[src/rtl/core/trc_pkg.sv]
// Types and constants shared by the thermistor conversion pipeline.
`default_nettype none
package trc_pkg;
  localparam int FRAC_BITS = 28;
  localparam int L_W = 29;
  localparam int D_W = 40;
  localparam logic [29:0] LN2_Q30 = 30'd744261118;
  localparam logic [14:0] KELVIN_X100 = 15'd27315;
  localparam logic [31:0] RESET_A = 32'd1241511355;
  localparam logic [31:0] RESET_B = 32'd257423160;
  localparam logic [31:0] RESET_C = 32'd394849070;
  localparam logic [1:0] REG_A = 2'd0;
  localparam logic [1:0] REG_B = 2'd1;
  localparam logic [1:0] REG_C = 2'd2;

  typedef struct packed {
    logic valid;
    logic invalid;
  } tag_t;
endpackage
`default_nettype wire

[src/rtl/core/trc_div.sv]
// Kelvin offset, restoring division to whole degrees, scaling and saturation.
`default_nettype none
module trc_div import trc_pkg::*; (
  input  logic           clk,
  input  logic           rst,
  input  tag_t           in_tag,
  input  logic [D_W-1:0] d,
  output logic           done,
  output logic [15:0]    temp_c_x100,
  output logic           invalid_input,
  output logic           saturated
);
  localparam int QB = 10;
  localparam logic [55:0] NUM_K = 56'd100 << 40;
  localparam logic [QB-1:0] SAT_Q = QB'(328);

  tag_t        t0;
  logic [55:0] kd_0;
  logic [46:0] den_0;
  logic        zero_0;
  tag_t        tq   [0:QB];
  logic [55:0] rem  [0:QB];
  logic [46:0] den  [0:QB];
  logic [QB-1:0] q  [0:QB];
  logic        neg  [0:QB];
  logic        zero [0:QB];
  logic [15:0] mag_t;

  always_ff @(posedge clk) begin
    if (rst) begin
      t0.valid <= 1'b0;
      tq[0].valid <= 1'b0;
    end else begin
      t0 <= in_tag;
      tq[0] <= t0;
    end
    kd_0    <= 56'(d) * 56'(KELVIN_X100);
    den_0   <= 47'(d) * 47'd100;
    zero_0  <= (d == '0);
    // The numerator 100*2^40 - 27315*D is split into sign and magnitude.
    neg[0]  <= kd_0 > NUM_K;
    rem[0]  <= (kd_0 > NUM_K) ? kd_0 - NUM_K : NUM_K - kd_0;
    den[0]  <= den_0;
    zero[0] <= zero_0;
    q[0]    <= '0;
  end

  for (genvar g = 0; g < QB; g++) begin : g_div
    logic [56:0] trial;
    logic        fits;
    assign trial = 57'(den[g]) << (QB - 1 - g);
    assign fits  = 57'(rem[g]) >= trial;
    always_ff @(posedge clk) begin
      if (rst) tq[g+1].valid <= 1'b0;
      else tq[g+1] <= tq[g];
      rem[g+1]  <= fits ? 56'(57'(rem[g]) - trial) : rem[g];
      q[g+1]    <= {q[g][QB-2:0], fits};
      den[g+1]  <= den[g];
      neg[g+1]  <= neg[g];
      zero[g+1] <= zero[g];
    end
  end

  assign mag_t = 16'(q[QB]) * 16'd100;

  always_ff @(posedge clk) begin
    if (rst) done <= 1'b0;
    else done <= tq[QB].valid;
    invalid_input <= tq[QB].invalid;
    if (tq[QB].invalid) begin
      temp_c_x100 <= '0;
      saturated   <= 1'b0;
    end else if (zero[QB]) begin
      // A zero denominator means an unbounded temperature.
      temp_c_x100 <= 16'h7FFF;
      saturated   <= 1'b1;
    end else if (q[QB] >= SAT_Q) begin
      temp_c_x100 <= neg[QB] ? 16'h8000 : 16'h7FFF;
      saturated   <= 1'b1;
    end else begin
      temp_c_x100 <= neg[QB] ? 16'(-mag_t) : mag_t;
      saturated   <= 1'b0;
    end
  end
endmodule
`default_nettype wire

[config.mk]
export PLATFORM = sky130hd
export DESIGN_NAME = trc_div
export DESIGN_NICKNAME = d
export VERILOG_FILES = /design/src/rtl/core/trc_pkg.sv /design/src/rtl/core/trc_div.sv
export SDC_FILE = /design/constraint.sdc
export NUM_CORES = 2
export LEC_CHECK = 0
export BUFFER_PORTS_ARGS = -buffer_cell sky130_fd_sc_hd__buf_2
export CAP_MARGIN = 5
export CORE_MARGIN = 2
export CORE_UTILIZATION = 65
export DETAILED_ROUTE_END_ITERATION = 8
export PLACE_DENSITY_LB_ADDON = 0.25
export SLEW_MARGIN = 10
export SYNTH_ARGS = -nofsm -noshare
export SYNTH_HDL_FRONTEND = slang
export SYNTH_SLANG_ARGS = --single-unit
[constraint.sdc]
create_clock -name clk -period 7 [get_ports clk]
set_input_delay 0 -clock clk [delete_from_list [all_inputs] [get_ports clk]]
set_output_delay 0 -clock clk [all_outputs]
set_load 0.02 [all_outputs]
[Word-level counts from Yosys, hierarchy flattened]
Memory sizes are Yosys's and may differ from the RTL's.
Index checks and enable logic that the tools add are counted.
Storage, ports and cells
  register bits after elaboration: 122
  memory bits (writable): 1287
  input bits: 44
  output and inout port bits: 19
  memories kept: 6
Memories
  rem: depth 11, bits a word 56, rd ports 10, clocked after memory_dff 0, write ports 11, RTL line trc_div.sv:22  | logic [55:0] rem [0:QB];
  den: depth 11, bits a word 47, rd ports 10, clocked after memory_dff 0, write ports 11, RTL line trc_div.sv:23  | logic [46:0] den [0:QB];
  q: depth 11, bits a word 10, rd ports 11, clocked after memory_dff 0, write ports 11, RTL line trc_div.sv:24  | logic [QB-1:0] q [0:QB];
  tq: depth 11, bits a word 2, rd ports 11, clocked after memory_dff 0, write ports 11, RTL line trc_div.sv:21  | tag_t tq [0:QB];
  neg: depth 11, bits a word 1, rd ports 11, clocked after memory_dff 0, write ports 11, RTL line trc_div.sv:25  | logic neg [0:QB];
  zero: depth 11, bits a word 1, rd ports 11, clocked after memory_dff 0, write ports 11, RTL line trc_div.sv:26  | logic zero [0:QB];
Cells by class
  add/subtract/negate cells: 13
  $mul: 3
  order comparisons: 12
  multiplexer cells: 31
  bitwise gates (word level): 11
  reduce and logical (&&, ||, !) cells: 2
Operator list (number)
  $mux W56: 11
  $ge A56 B47 Y1: 1
  $ge A56 B48 Y1: 1
  $ge A56 B49 Y1: 1
  $ge A56 B50 Y1: 1
  $ge A56 B51 Y1: 1
  $ge A56 B52 Y1: 1
  $ge A56 B53 Y1: 1
  $ge A56 B54 Y1: 1
  $ge A56 B55 Y1: 1
  $ge A56 B56 Y1: 1
  $sub A47 B55 Y56 const A: 1
  $sub A55 B47 Y56 const B: 1
  $sub A56 B47 Y56: 1
  $sub A56 B48 Y56: 1
  $sub A56 B49 Y56: 1
  $sub A56 B50 Y56: 1
  $sub A56 B51 Y56: 1
  $sub A56 B52 Y56: 1
  $sub A56 B53 Y56: 1
  $sub A56 B54 Y56: 1
  $sub A56 B55 Y56: 1
  $sub A56 B56 Y56: 1
  $gt A55 B47 Y1 const B: 1
  other kinds (11): 38

[Depth between registers and ports, before layout]
An unclocked memory read counts as a cell.
  depth after elaboration: 6
  depth in mapped cells: 25
  gate-level depth less buffers: 24

[Worst setup path before layout]
OpenSTA, ideal clock, no wires.
  kind: in2reg
  from: input port d[2]
  to: register kd_0[47]
  library setup time: 0.121 ns
  arrival time: 5.554 ns
  required time: 6.879 ns
  path slack: 1.325 ns
  stages: 20
  path buffers: 0
  cell sequence: inv_1 ha_1 fa_1 fa_1 fa_1 fa_1 inv_1 fa_1 inv_1 ha_1 a21oi_1 nor2_1 a211o_1 a311o_1 nand4_1 a41oi_1 a221o_1 a311oi_2 o221ai_1 xnor2_1
On the way
  cells in the longest elaborated chain, start to end: 1
Ends and longest elaborated chain
  from (decl): RTL line trc_div.sv:7  | input logic [D_W-1:0] d,
  $mul A40 B15 Y55: RTL line trc_div.sv:37  | kd_0 <= 56'(d) * 56'(KELVIN_X100);
  to (signal assigned): RTL line trc_div.sv:37
  to (decl): RTL line trc_div.sv:18  | logic [55:0] kd_0;
No other way between the ends.
A chain may end at the register's enable or synchronous reset.

[Worst setup path after layout]
  from: input port d[2]
  to: register kd_0[49]
The elaborated chain is that of the path after synthesis.

==> reports/results.txt <==
Area of the die: 0.1142 sq mm
Worst-case reg-to-reg path depth: 14
Hold Slack: 68.46 ps
Clock Latency Late Sink: 760 ps
Post-route ant nets: 0
Post-DR vias/cell: 5.926
R2R Path End: rem[5][16]$_DFF_P_
Worst-Margin Slew: 1233 ps
Async SR Flop Fraction: 0
CP endpoint kind: register
Final min period: 6441 ps
CP startpoint: d[2]
Largest net degree at the start of global routing: 85
# DRC: 0
Hold path depth: 4
Post-Syn Area: 0.07251 sq mm
Layout area overhead: 8.583%
Slew margin rel.: 0.1695
Setup TNS: 0 ps
Syn Nets: 9234
Hold Buf Count CTS: 21
Num ports: 63
Synth top area share: 0.3332
HPWL after DPL: 162600 um
Req. time, crit path: 7610 ps
CTS Buf Count: 120
Yosys cell types: 103
Via count: 57586
M1 WL: 73640 um
Initial DRC Count: 4161
Final WL: 201000 um
Reg-to-reg critical path startpoint: den[4][33]$_DFF_P_
Initial Util: 0.6552
RSZ-0062 raised after global routing: no
Core area: 0.1107 sq mm
First-pass GRT wire length: 310600 um
Seq/Total Area, Yosys: 0.3382
Met3 Wirelength: 9536 um
#FFs+latches synth: 1219
Mapped Avg Cell Area: 8.976 sq um
# H-tree levels: 3
Post-synth EDFFs: 12
Synth warn: 0
Post-CTS setup buffers: 0
Worst Path Arrival: 7050 ps
Crit path max fanout: 7
Layout Cells excl Fill: 9718
Worst-path clk slew: 60 ps
Endpoints failing hold: 0
Std-Cell Rows: 122
All-Layer GR Usage: 0.3502
Die W: 338.0 um
Clock skew: 41.36 ps
Ranking of synthesized cells by area: dfxtp_1 33%, ha_1 14%, fa_1 8.1%
Layout net count: 9274
Vias in the first global route: 57381
CTS tree: done
Reg-to-reg slack, setup: 1500 ps
GPL Wtd Cong: 1.127
Clock tree root driver cell: clkbuf_16
Post-Syn Instances: 8078
DR WL met2: 99640 um
Post-DR wirelength/cell: 20.68 um
Drt first pass iters: 6
Clock buffer depth: 3
Placed insts: 9461
Ys flop type: dfxtp_1
Max Cap Violations: 0
Total gr overflow: 0
Post-CTS resize count: 0
Post-route clock period utilization: 0.9202
Endpoints failing setup: 0
Buffers added on ports: 62
Fillers: 8429
CTS sink count: 1219
Fmax: 155.2 MHz
Share of cells above drive strength 1: 0.04937
Worst Setup Start Kind: input pin
Outcome: finished clean
Hold Crit Class: in2reg
DIE HEIGHT: 338.0 um
Crit Path Category: in2reg
Critical Path End: kd_0[49]$_DFF_P_
Final slew viol count: 0
Initial antenna violation count: 16
Max Used Layer: met5
Synth area leader: dfxtp_1
-- cells in the final DEF, fill, tap and decap left out, types with 50 or more instances in the layout --
cell / count
o21ai_0: 552
clkbuf_16: 120
xor2_1: 240
nand2_1: 669
nand4_1: 105
a21o_1: 307
dfxtp_1: 1207
fa_1: 293
a21oi_1: 609
nand3_1: 94
xnor2_1: 301
o21a_1: 58
nor2b_1: 80
o31ai_1: 69
o211ai_1: 50
inv_1: 1042
nor3_1: 109
nand2b_1: 79
nor2_1: 393
a211oi_1: 56
and3_1: 56
ha_1: 819
buf_2: 62
o21bai_1: 89
-- area by class of cell --
type / instances / area [sq um] / share of cell area
antenna: 7 / 17.52 / 0.0002225
clock buffer: 161 / 3367 / 0.04276
clock inverter: 66 / 927.1 / 0.01178
inverter: 1048 / 3934 / 0.04996
multi-input combinational: 5619 / 43350 / 0.5506
sequential: 1219 / 24520 / 0.3115
tap: 1488 / 1862 / 0.02365
timing repair buffer: 110 / 754.5 / 0.009583
-- how the worst min path moves through the flow --
stage,from,end,slack (ps)
finish,d[25],den_0[28]$_DFF_P_,70
global route,d[26],den_0[29]$_DFF_P_,80
CTS,d[26],den_0[29]$_DFF_P_,40
detailed placement,in_tag[0],t0[0]$_DFFE_PN_,190
global placement,in_tag[0],t0[0]$_DFFE_PN_,180
floorplan,d[0],den_0[2]$_DFF_P_,30
-- layer usage --
metal,global-route usage,vias to the layer above
li1,-,27814
met1,0.3678,26994
met2,0.6259,2090
met3,0.04794,678
met4,0.2842,10
met5,0,-
-- cells by family (layout without fill, tap and decap cells) --
logic type	after synthesis	count (layout)	share of synthesized area
AOI/OAI and AO/OA	2095	2095	0.1817
and+or+nand+nor	1819	1819	0.1200
buffers and inverters	1240	1385	0.06481
DFF	1219	1219	0.3382
adders and majority gates	1112	1112	0.2222
xor gates and xnor gates	541	541	0.06535
muxes	52	52	0.007748
other	0	7	0
-- registers in the layout (all words and copies together) (netlist names), 2 cells and up --
signal,count
den_0,45
den,440
kd_0,54
q,55
zero,11
neg,11
t0,2
tq,22
rem,560
temp_c_x100,15
-- cell usage after synthesis (all sizes together) (14+ instances only) --
| cell | n |
|---|---|
| o31ai | 72 |
| buf | 49 |
| o21bai | 89 |
| o21ai | 565 |
| dfxtp | 1207 |
| fa | 293 |
| or3 | 35 |
| o41ai | 22 |
| o211ai | 50 |
| clkbuf | 143 |
| nor2 | 393 |
| and2 | 45 |
| a21o | 308 |
| a221oi | 23 |
| nor2b | 80 |
| inv | 1047 |
| xor2 | 240 |
| mux2i | 19 |
| a21boi | 27 |
| o21a | 59 |
| a2111oi | 22 |
| nand4 | 105 |
| nand2 | 669 |
| nand3 | 94 |
| mux2 | 33 |
| nor3b | 14 |
| xnor2 | 301 |
| and4 | 21 |
| a21oi | 613 |
| nor4 | 34 |
| and3 | 58 |
| or4 | 19 |
| or2 | 21 |
| nand2b | 79 |
| a31oi | 44 |
| a211oi | 57 |
| nor3 | 111 |
| ha | 819 |
-- critical path: stages --
cell	delay [ps]
dlygate4sd3_1	520
buf_2	200
inv_1	60
ha_1	350
fa_1	510
fa_1	530
fa_1	520
fa_1	560
inv_1	60
fa_1	510
inv_1	40
ha_1	360
a21oi_1	300
nor2_1	80
a211o_1	290
a311o_1	420
a21oi_1	450
o21ai_1	280
a22o_1	300
a211oi_1	370
o21ai_0	170
xor2_1	160
-- metrics by stage --
step	setup WS, ps	area (sq um)	utilization
detailed placement	395.1	74170	0.6702
global route	320.1	78720	0.7113
CTS	695.8	78680	0.7109
global placement	498.5	74170	0.6702
floorplan	1325	72510	-
finish	558.6	78730	0.7114
Power is not shown: default switching activity piles up to over one toggle a cycle in this logic, so the estimate is an artifact.
